## src/fdes_pkg.sv

```systemverilog
`timescale 1ns / 1ps

package fdes_pkg;

	localparam int SECTOR_BYTES = 512;
	localparam int ENTRY_BYTES = 32;
	localparam int ENTRIES_PER_SECTOR = SECTOR_BYTES / ENTRY_BYTES;
	localparam int IDX_W = $clog2(ENTRIES_PER_SECTOR);
	localparam int ENTRY_SHIFT = $clog2(ENTRY_BYTES);

	localparam logic [7:0] ATTR_DIRECTORY = 8'h10;
	localparam logic [7:0] NAME_DOT = 8'h2E;
	localparam logic [7:0] NAME_END = 8'h00;

	localparam logic MODE_START = 1'b0;
	localparam logic MODE_ENTRY = 1'b1;

	localparam logic CFG_CLUSTER_SIZE = 1'b0;
	localparam logic CFG_DATA_START_SECTOR = 1'b1;

	typedef enum logic [1:0] {
		ST_READ_SECTOR = 2'd0,
		ST_FOUND = 2'd1,
		ST_NOT_FOUND = 2'd2,
		ST_NOT_DIR = 2'd3
	} status_t;

	typedef struct packed {
		logic mode;
		logic [63:0] name_field;
		logic [23:0] ext_field;
		logic [7:0] attr_field;
		logic [15:0] first_cluster;
		logic [31:0] file_size;
		logic [31:0] dir_sector;
		logic [31:0] dir_length;
	} fdes_in_t;

	typedef struct packed {
		status_t status;
		logic [31:0] sector_number;
		logic [8:0] entry_offset;
		logic [7:0] found_attr;
		logic [31:0] found_size;
		logic [31:0] data_sector;
	} fdes_out_t;

endpackage

```

## src/fat_directory_entry_search_top.sv

```systemverilog
`timescale 1ns / 1ps
// A request is held in in_s1 and its result in res_s2. Throughput: one request
// per cycle unless the output stalls; the input register and the result register
// let a new request enter while a finished result still waits at the output.
// The per-entry compare and the cluster-to-sector multiply-add sit between them.
// Reset (arst_n low, asynchronous) clears the search state and both valid flags
// and sets the cluster size register to 1 and data_start_sector to 0.
module fat_directory_entry_search_top (
	input logic clk,
	input logic arst_n,
	input logic in_valid,
	output logic in_ready,
	input fdes_pkg::fdes_in_t in_data,
	output logic out_valid,
	input logic out_ready,
	output fdes_pkg::fdes_out_t out_data,
	input logic cfg_we,
	input logic cfg_addr,
	input logic [31:0] cfg_wdata
);
	import fdes_pkg::*;

	logic [7:0] spc_q;
	logic [31:0] data_start_q;

	logic searching_q;
	logic [31:0] cur_sector_q;
	logic [31:0] remaining_q;
	logic [IDX_W-1:0] idx_q;
	logic ended_q;
	logic [63:0] target_name_q;
	logic [23:0] target_ext_q;

	fdes_in_t in_s1;
	logic in_valid_s1;
	fdes_out_t res_s2;
	logic res_valid_s2;

	logic adv_s1;
	logic res_valid;
	fdes_out_t res;

	logic searching_d;
	logic [31:0] cur_sector_d;
	logic [31:0] remaining_d;
	logic [IDX_W-1:0] idx_d;
	logic ended_d;

	logic [IDX_W+ENTRY_SHIFT:0] entry_end;
	logic in_range;
	logic name_match;
	logic [23:0] cluster_prod;
	logic [31:0] data_sector;

	assign adv_s1 = in_valid_s1 && (!res_valid_s2 || out_ready);
	assign in_ready = !in_valid_s1 || adv_s1;
	assign out_valid = res_valid_s2;
	assign out_data = res_s2;

	always_ff @(posedge clk or negedge arst_n) begin
		if (!arst_n) begin
			spc_q <= 8'd1;
			data_start_q <= 32'd0;
		end else if (cfg_we) begin
			case (cfg_addr)
				CFG_CLUSTER_SIZE: spc_q <= cfg_wdata[7:0];
				CFG_DATA_START_SECTOR: data_start_q <= cfg_wdata;
				default: ;
			endcase
		end
	end

	// The end of the entry has to fit inside the bytes left in the directory.
	assign entry_end = (IDX_W+ENTRY_SHIFT+1)'({idx_q, {ENTRY_SHIFT{1'b0}}})
		+ (IDX_W+ENTRY_SHIFT+1)'(ENTRY_BYTES);
	assign in_range = !ended_q && (32'(entry_end) <= remaining_q);
	assign name_match = (in_s1.name_field == target_name_q)
		&& (in_s1.ext_field == target_ext_q);

	// Cluster size times (cluster - 2) modulo 2^32, folded into one product.
	assign cluster_prod = spc_q * in_s1.first_cluster;
	assign data_sector = data_start_q + {8'd0, cluster_prod} - {23'd0, spc_q, 1'b0};

	always_comb begin
		searching_d = searching_q;
		cur_sector_d = cur_sector_q;
		remaining_d = remaining_q;
		idx_d = idx_q;
		ended_d = ended_q;
		res_valid = 1'b0;
		res = '0;
		res.status = ST_READ_SECTOR;
		if (in_s1.mode == MODE_START) begin
			res_valid = 1'b1;
			if ((in_s1.attr_field & ATTR_DIRECTORY) == 8'd0) begin
				searching_d = 1'b0;
				res.status = ST_NOT_DIR;
			end else begin
				searching_d = 1'b1;
				cur_sector_d = in_s1.dir_sector;
				remaining_d = in_s1.dir_length;
				idx_d = '0;
				ended_d = 1'b0;
				res.status = ST_READ_SECTOR;
				res.sector_number = in_s1.dir_sector;
			end
		end else if (searching_q) begin
			if (in_range && in_s1.name_field[7:0] == NAME_END) begin
				ended_d = 1'b1;
			end
			if (in_range && in_s1.name_field[7:0] != NAME_END
					&& in_s1.name_field[7:0] != NAME_DOT && name_match) begin
				res_valid = 1'b1;
				searching_d = 1'b0;
				res.status = ST_FOUND;
				res.sector_number = cur_sector_q;
				res.entry_offset = 9'({idx_q, {ENTRY_SHIFT{1'b0}}});
				res.found_attr = in_s1.attr_field;
				res.found_size = in_s1.file_size;
				res.data_sector = data_sector;
			end else if (idx_q == IDX_W'(ENTRIES_PER_SECTOR - 1)) begin
				res_valid = 1'b1;
				if (remaining_q >= 32'(SECTOR_BYTES)) begin
					cur_sector_d = cur_sector_q + 32'd1;
					remaining_d = remaining_q - 32'(SECTOR_BYTES);
					idx_d = '0;
					ended_d = 1'b0;
					res.status = ST_READ_SECTOR;
					res.sector_number = cur_sector_q + 32'd1;
				end else begin
					searching_d = 1'b0;
					res.status = ST_NOT_FOUND;
				end
			end else begin
				idx_d = idx_q + IDX_W'(1);
			end
		end
	end

	always_ff @(posedge clk or negedge arst_n) begin
		if (!arst_n) begin
			in_valid_s1 <= 1'b0;
			res_valid_s2 <= 1'b0;
			searching_q <= 1'b0;
			cur_sector_q <= 32'd0;
			remaining_q <= 32'd0;
			idx_q <= '0;
			ended_q <= 1'b0;
			target_name_q <= 64'd0;
			target_ext_q <= 24'd0;
		end else begin
			if (in_valid && in_ready) begin
				in_valid_s1 <= 1'b1;
			end else if (adv_s1) begin
				in_valid_s1 <= 1'b0;
			end
			if (adv_s1) begin
				res_valid_s2 <= res_valid;
				searching_q <= searching_d;
				cur_sector_q <= cur_sector_d;
				remaining_q <= remaining_d;
				idx_q <= idx_d;
				ended_q <= ended_d;
				if (in_s1.mode == MODE_START) begin
					target_name_q <= in_s1.name_field;
					target_ext_q <= in_s1.ext_field;
				end
			end else if (out_ready) begin
				res_valid_s2 <= 1'b0;
			end
		end
	end

	always_ff @(posedge clk) begin
		if (in_valid && in_ready) begin
			in_s1 <= in_data;
		end
		if (adv_s1 && res_valid) begin
			res_s2 <= res;
		end
	end

	// A match always sits on an entry boundary.
	a_found_aligned: assert property (@(posedge clk) disable iff (!arst_n)
		res_valid_s2 && res_s2.status == ST_FOUND
			|-> res_s2.entry_offset[ENTRY_SHIFT-1:0] == '0)
		else $error("matched entry offset not aligned to an entry");

	// Only a match carries entry details.
	a_no_details: assert property (@(posedge clk) disable iff (!arst_n)
		res_valid_s2 && res_s2.status != ST_FOUND
			|-> res_s2.entry_offset == '0 && res_s2.found_attr == '0
				&& res_s2.found_size == '0 && res_s2.data_sector == '0)
		else $error("entry details on a result that is not a match");

	// Terminal results carry no sector.
	a_terminal_sector: assert property (@(posedge clk) disable iff (!arst_n)
		res_valid_s2 && (res_s2.status == ST_NOT_FOUND || res_s2.status == ST_NOT_DIR)
			|-> res_s2.sector_number == '0)
		else $error("sector number on a terminal result");

	// Any result other than a sector request ends the search.
	a_search_ends: assert property (@(posedge clk) disable iff (!arst_n)
		adv_s1 && res_valid && res.status != ST_READ_SECTOR |=> !searching_q)
		else $error("search still running after a terminal result");

	// A sector request always restarts at the first entry of a fresh sector.
	a_sector_restart: assert property (@(posedge clk) disable iff (!arst_n)
		adv_s1 && res_valid && res.status == ST_READ_SECTOR
			|=> searching_q && idx_q == '0 && !ended_q)
		else $error("sector request without a fresh sector state");

endmodule

```

## config.mk

```make
export PLATFORM = sky130hd
export DESIGN_NAME = fat_directory_entry_search_top
export DESIGN_NICKNAME = d
export VERILOG_FILES = /design/src/fdes_pkg.sv /design/src/fat_directory_entry_search_top.sv
export SDC_FILE = /design/constraint.sdc
export NUM_CORES = 1
export LEC_CHECK = 0
export ABC_CLOCK_PERIOD_IN_PS = 10500
export BUFFER_PORTS_ARGS = -buffer_cell sky130_fd_sc_hd__buf_4
export CORE_MARGIN = 2
export CORE_UTILIZATION = 58
export CTS_CLUSTER_SIZE = 25
export DETAILED_ROUTE_END_ITERATION = 6
export PLACE_DENSITY = 0.8
export REMOVE_ABC_BUFFERS = 1
export SYNTH_ARGS = -nofsm -noshare
export SYNTH_HDL_FRONTEND = slang
export SYNTH_SLANG_ARGS = --single-unit
```

## constraint.sdc

```tcl
create_clock -name clk -period 10.5 [get_ports clk]
set_input_delay 2.1 -clock clk [delete_from_list [all_inputs] [get_ports clk]]
set_output_delay 2.1 -clock clk [all_outputs]
set_load 0.01 [all_outputs]
```

# After elaboration in Yosys (flattened, before gate mapping)
# Index checks and enable logic that the tools add are counted.
word_totals:
  in_bits: 247
  elab_cells: 122
  ff_bits: 524
  output_inout_bits: 117
classes:
  muxes: 48
  n_eq_ne: 10
  order_cmp: 2
  bitwise_logic: 2
  addsub: 6
  n_reduce_logical: 27
  n_mul: 1
ops:
  columns: ["cell", "n"]
  rows:
  - ["32-bit 2-to-1 mux", 14]
  - ["115-bit 2-to-1 mux", 1]
  - ["34-bit 2-to-1 mux", 3]
  - ["81-bit 2-to-1 mux", 1]
  - ["64-bit equality test", 1]
  - ["32-bit by 1-bit adder with 32-bit output, second input constant", 1]
  - ["32-bit by 24-bit adder with 32-bit output", 1]
  - ["32-bit by 10-bit >= comparator with 1-bit output, second input constant", 1]
  - ["10-bit by 32-bit less-or-equal comparator with 1-bit output", 1]
  - ["32-bit by 10-bit subtractor with 32-bit output, second input constant", 1]
  - ["32-bit by 9-bit subtractor with 32-bit output", 1]
  - ["24-bit equality test", 1]
  - ["8-bit by 16-bit multiplier with 24-bit output", 1]
  - ["4-bit 2-to-1 mux", 6]
  - ["1-bit 2-to-1 mux", 21]
  - ["8-bit zero test", 2]
  - ["9-bit by 6-bit adder with 10-bit output, second input constant", 1]
  - ["1-bit logical AND", 9]
  - ["8-bit by 6-bit != test with 1-bit output, second input constant", 1]
  - ["2-bit AND reduction", 4]
  - ["8-bit nonzero test", 1]
  - ["2-bit != test, second input constant", 3]
  - ["3-bit AND reduction", 2]
  - ["6-bit AND reduction", 1]
  - ["other kinds (10)", 17]

# Logic depth before layout (Yosys ltp)
depth:
  word_depth: 10
  depth_mapped: 23
  depth_no_buf: 21

# Worst setup path after synthesis
# Ideal clock, no wire load.
synth_timing:
  path_kind: "reg-to-reg"
  start: "register idx_q[0]"
  end: "register res_s2, in the netlist out_data[0] (enable)"
  t_required_ps: 9885
  arrival_time_ps: 8018
  synth_period_minus_slack_ps: 8633
  stages_incl_launch_ff: 11
  setup_time_ps: 615
  setup_slack_ps: 1867
  path_cell_list: "dfrtp_1 -> ha_1 -> xor2_1 -> ha_1 -> or4b_2 -> nor4_1 -> or4_4 -> o2111a_2 -> clkbuf_1 -> o21ai_0 -> a21oi_1"
synth_between:
  elab_chain_cells: 10
  elab_cells_between_ends: 12
  cone_classes: "add/sub: 1; order compare: 1; eq/ne: 1; mux: 4; reduce/logical: 5"
synth_rtl:
  columns: ["item", "line", "text"]
  rows:
  - ["start: declaration", "fat_directory_entry_search_top.sv:29", "logic [IDX_W-1:0] idx_q;"]
  - ["start signal: assignment", "fat_directory_entry_search_top.sv:162", "idx_q <= idx_d;"]
  - ["9-bit by 6-bit adder with 10-bit output", "fat_directory_entry_search_top.sv:75", "+ (IDX_W+ENTRY_SHIFT+1)'(ENTRY_BYTES);"]
  - ["10-bit by 32-bit less-or-equal comparator with 1-bit output", "fat_directory_entry_search_top.sv:76", "assign in_range = !ended_q && (32'(entry_end) <= remaining_q);"]
  - ["1-bit logical AND", "fat_directory_entry_search_top.sv:76", null]
  - ["1-bit logical AND", "fat_directory_entry_search_top.sv:111", "if (in_range && in_s1.name_field[7:0] != NAME_END"]
  - ["1-bit logical AND (2 in series)", "fat_directory_entry_search_top.sv:112", "&& in_s1.name_field[7:0] != NAME_DOT && name_match) begin"]
  - ["1-bit 2-to-1 mux (*)", "fat_directory_entry_search_top.sv:111", null]
  - ["1-bit 2-to-1 mux (*)", "fat_directory_entry_search_top.sv:107", "end else if (searching_q) begin"]
  - ["1-bit 2-to-1 mux (*)", "fat_directory_entry_search_top.sv:93", "if (in_s1.mode == MODE_START) begin"]
  - ["1-bit logical AND (*)", "fat_directory_entry_search_top.sv:178", "if (adv_s1 && res_valid) begin"]
  - ["end signal: assignment", "fat_directory_entry_search_top.sv:179", "res_s2 <= res;"]
  - ["end: declaration", "fat_directory_entry_search_top.sv:36", "fdes_out_t res_s2;"]
# Mark *: on every way between the ends. The rest lies on a longest branch, timed or not.
# A chain may end at the register's enable or synchronous reset.

# Worst setup path in the final report
layout_timing:
  start: "register spc_q[2]"
  end: "register res_s2, in the netlist out_data[31] (data pin)"
layout_between:
  elab_chain_cells: 3
layout_rtl:
  columns: ["item", "line", "text"]
  rows:
  - ["start: declaration", "fat_directory_entry_search_top.sv:23", "logic [7:0] spc_q;"]
  - ["start signal: assignment", "fat_directory_entry_search_top.sv:66", "CFG_CLUSTER_SIZE: spc_q <= cfg_wdata[7:0];"]
  - ["8-bit by 16-bit multiplier with 24-bit output", "fat_directory_entry_search_top.sv:81", "assign cluster_prod = spc_q * in_s1.first_cluster;"]
  - ["32-bit by 24-bit adder with 32-bit output", "fat_directory_entry_search_top.sv:82", "assign data_sector = data_start_q + {8'd0, cluster_prod} - {23'd0, spc_q, 1'b0};"]
  - ["32-bit by 9-bit subtractor with 32-bit output (*)", "fat_directory_entry_search_top.sv:82", null]
# Marks and branches as above.

==> impl_metrics.tcl <==
set metrics [dict create \
    final_cells 3222 \
    synth_top_area_share_pct 35.7 \
    worstHoldStart "in_s1[1]" \
    cts_tree "done" \
    setup_tns_ps 0 \
    drive_above_1_share_pct 23.4 \
    start_util_pct 59.0 \
    chipHeight_um 219 \
    grt_max_degree 83 \
    synthTopCellsByArea "edfxtp_1, dfrtp_1, fa_1, mux2_2, ha_1" \
    cts_buffer_depth 3 \
    gp_congestion 0.845 \
    synth-seq-cells 519 \
    crit_arrival_ps 7030 \
    rows 78 \
    critPathKind "reg2reg" \
    crit_required_ps 10810 \
    timing.fmax_mhz 149 \
    setup_slack_ps 3780 \
    cts.sinks 519 \
    setup-violations-final 0 \
    reg2reg_from "spc_q[2]" \
    wire_per_inst_um 19.8 \
    power.total_w 0.00830 \
    cp_max_fo 17 \
    p_per_area_nw_per_um2 260 \
    ir_drop_v 0.000389 \
    tightest_slew_ps 1210 \
    vias_per_cell 5.71 \
    cts.htree.levels 2 \
    relSlewSlack_pct 18.9 \
    period_needed_ps 6720 \
    first_iter_violations 1254 \
    drt-pass1-iter-count 5 \
    min_to "remaining_q[1]" \
    globalRouteMet3Util_pct 5.72 \
    core_um2 45500 \
    drc_errors 0 \
    grt_first_pass_wirelength_um 101000 \
    crit_chain "nand2_1 > fa_1 > inv_1 > fa_1 > fa_1 > fa_1 > inv_1 > fa_1 > inv_1 > ha_1 > a21oi_1 > nor2_1 > o41a_1 > o32a_1 > a41oi_1 > o21ai_0 > a21oi_1 > xnor2_1 > nor2_1" \
    synthArstFlopShare_pct 38.5 \
    grt_most_used_layer "met2" \
    max_cap_viol_count 0 \
    slowest_stage "dfrtp_1" \
    reg2reg_to "out_data[31]" \
    area_growth_pct 19.0 \
    synth_edf_count 319 \
    ant_nets 0 \
    postSynthCellCount 2234 \
    finalWirelength_um 63900 \
    insertion_delay_ps 640 \
    synth_area_um2 26800 \
    gr-usage-met2_pct 45.8 \
    slowest_delay_ps 760 \
    synth_area_per_cell_um2 12.0 \
    skew_ps 59.7 \
    synth_seq_area_share_pct 54.4 \
    numCtsBuffers 54 \
    die_width_um 219 \
    fin_nets 3013 \
    worst-r2r-setup-slack_ps 3780 \
    multi_input_area_um2 11100 \
    drv_slew 0 \
    gr-usage-met1_pct 34.8 \
    status "finished clean" \
    cpMostUsedCell "fa_1" \
    postCtsSetupBuffers 0 \
    antenna_found_initial 8 \
    critPathLaunchType "flop" \
    clkSlewWorstSetupHoldPaths_ps 60 \
    worstHoldPathType "reg2reg" \
    dpl_worst_slack_ps 3880 \
    synth-main-ff-cell "edfxtp_1" \
    ys_types 72 \
    finalHoldViolCount 0 \
    vias 18400 \
    rsz0062_at_grt "no" \
    fin_crit_sh_pct 64.0 \
    leakage_nw 14.0 \
    io_pins 364 \
    place_hpwl_um 44600 \
    r2r_cells 19 \
    fillers 3167 \
    hold_depth 2 \
    grt_use_total_pct 27.2 \
    place_inst 3114 \
    crit_family "adder cells" \
    die-area_um2 48000 \
    io_buffers 358 \
    crit_buf_inv 3 \
    synth_warnings 0 \
    synth_top_cell_by_area "edfxtp_1" \
    worst_setup_path_end_kind "flop" \
    ctsResizeCount 0 \
    overflow 0 \
    regArea_um2 14600 \
    cts-root-buf "clkbuf_16" \
    hold_buffers 0 \
    grt_pass1_vias 19100 \
]
-- per-layer routing --
| layer | vias up | routed length (um) |
|---|---|---|
| met3 | 123 | 4840 |
| li1 | 8426 | - |
| met4 | 6 | 1830 |
| met2 | 694 | 31200 |
| met1 | 9149 | 26000 |
| met5 | - | 46 |
-- stage by stage --
step | instance area [um^2] | hold WS (ps) | utilization, %
after floorplan | 26400 | 415 | -
after global placement | 30000 | 421 | 66.0
after detailed placement | 30000 | 422 | 66.0
after CTS | 31900 | 438 | 70.2
after global routing | 31900 | 483 | 70.2
final | 31900 | 436 | 70.2
-- worst max path at each step --
stage               slack [ps]           end  cells after the start      from
global route              3520  out_data[31]                     19  spc_q[2]
global placement          4090  out_data[31]                     19  spc_q[2]
floorplan                 1980   out_data[0]                      9  idx_q[0]
CTS                       3840  out_data[31]                     19  spc_q[2]
finish                    3780  out_data[31]                     19  spc_q[2]
detailed placement        3880  out_data[31]                     19  spc_q[2]
-- registers in the layout (all words and copies together) (netlist names) --
signal and count:
remaining_q 32, data_start_q 32, target_name_q 64, searching_q 1, cur_sector_q 32, ended_q 1, in_s1 209, out_data 110
spc_q 8, target_ext_q 24, in_valid_s1 1, out_valid 1, idx_q 4
-- kinds of logic after synthesis --
kind of cell	share of synthesized area [%]
adders and majority gates	12.3
and+or+nand+nor	12.8
DFF	54.4
other	0.0140
AOI/OAI and AO/OA	7.57
muxes	4.97
xor gates and xnor gates	3.39
buffers and inverters	4.64
-- power breakdown --
group	total [W]	internal, W	leakage, nW	switching [W]
combinational	0.00375	0.00162	7.45	0.00213
sequential	0.00255	0.00239	5.59	0.000162
clock	0.00200	0.00119	0.910	0.000817
total	0.00830	0.00519	14.0	0.00311
-- layout make-up --
class                   instances  share of cell area, %
clock inverters                33                   1.35
clock buffers                  69                   4.56
repair buffers                373                   8.79
flip-flops and latches        519                   45.7
diodes                          6                 0.0470
well taps                     600                   2.35
inverters                     220                   2.59
multi-input cells            1402                   34.6
-- cell usage after synthesis, types with 5 or more instances --
cell	number
and3_1	43
a21o_1	21
a22o_1	22
nand4_1	23
mux2_2	114
o311a_1	26
nor3_1	35
o22ai_1	5
edfxtp_1	319
buf_2	8
nor4_1	22
a31oi_1	6
a311oi_2	12
nor2_1	87
o21ai_0	86
xor2_1	46
fa_1	113
dfrtp_1	199
nand3_1	60
clkbuf_1	76
a21oi_1	43
nand2_1	260
nor2b_1	10
or2_2	6
and2_1	112
mux2i_1	5
nand2b_1	6
ha_1	83
nor3b_1	10
buf_4	6
a211oi_1	6
o21a_1	8
inv_1	220
o31ai_1	7
xnor2_1	58
-- cells in the final DEF, fill, tap and decap left out, types with 12 or more instances in the layout --
cell and count:
nor4_1 22, a21o_1 21, nand3_1 59, o21ai_0 86, a21oi_1 42, edfxtp_1 319
clkbuf_16 54, ha_1 83, xor2_1 46, o311a_1 26, nor2_1 85, inv_1 220
nor3_1 35, buf_4 372, nand4_1 23, fa_1 113, and2_1 111, mux2_2 114
and3_1 41, nand2_1 259, a311oi_2 12, a22o_1 22, dfrtp_1 199, xnor2_1 58
-- tightest hold or removal path, cell delays in order, from the launching register on --
cell	delay, ps
edfxtp_1	320
nand2_1	40
nand2_1	40
No activity file was read; power rests on OpenSTA's default activity.
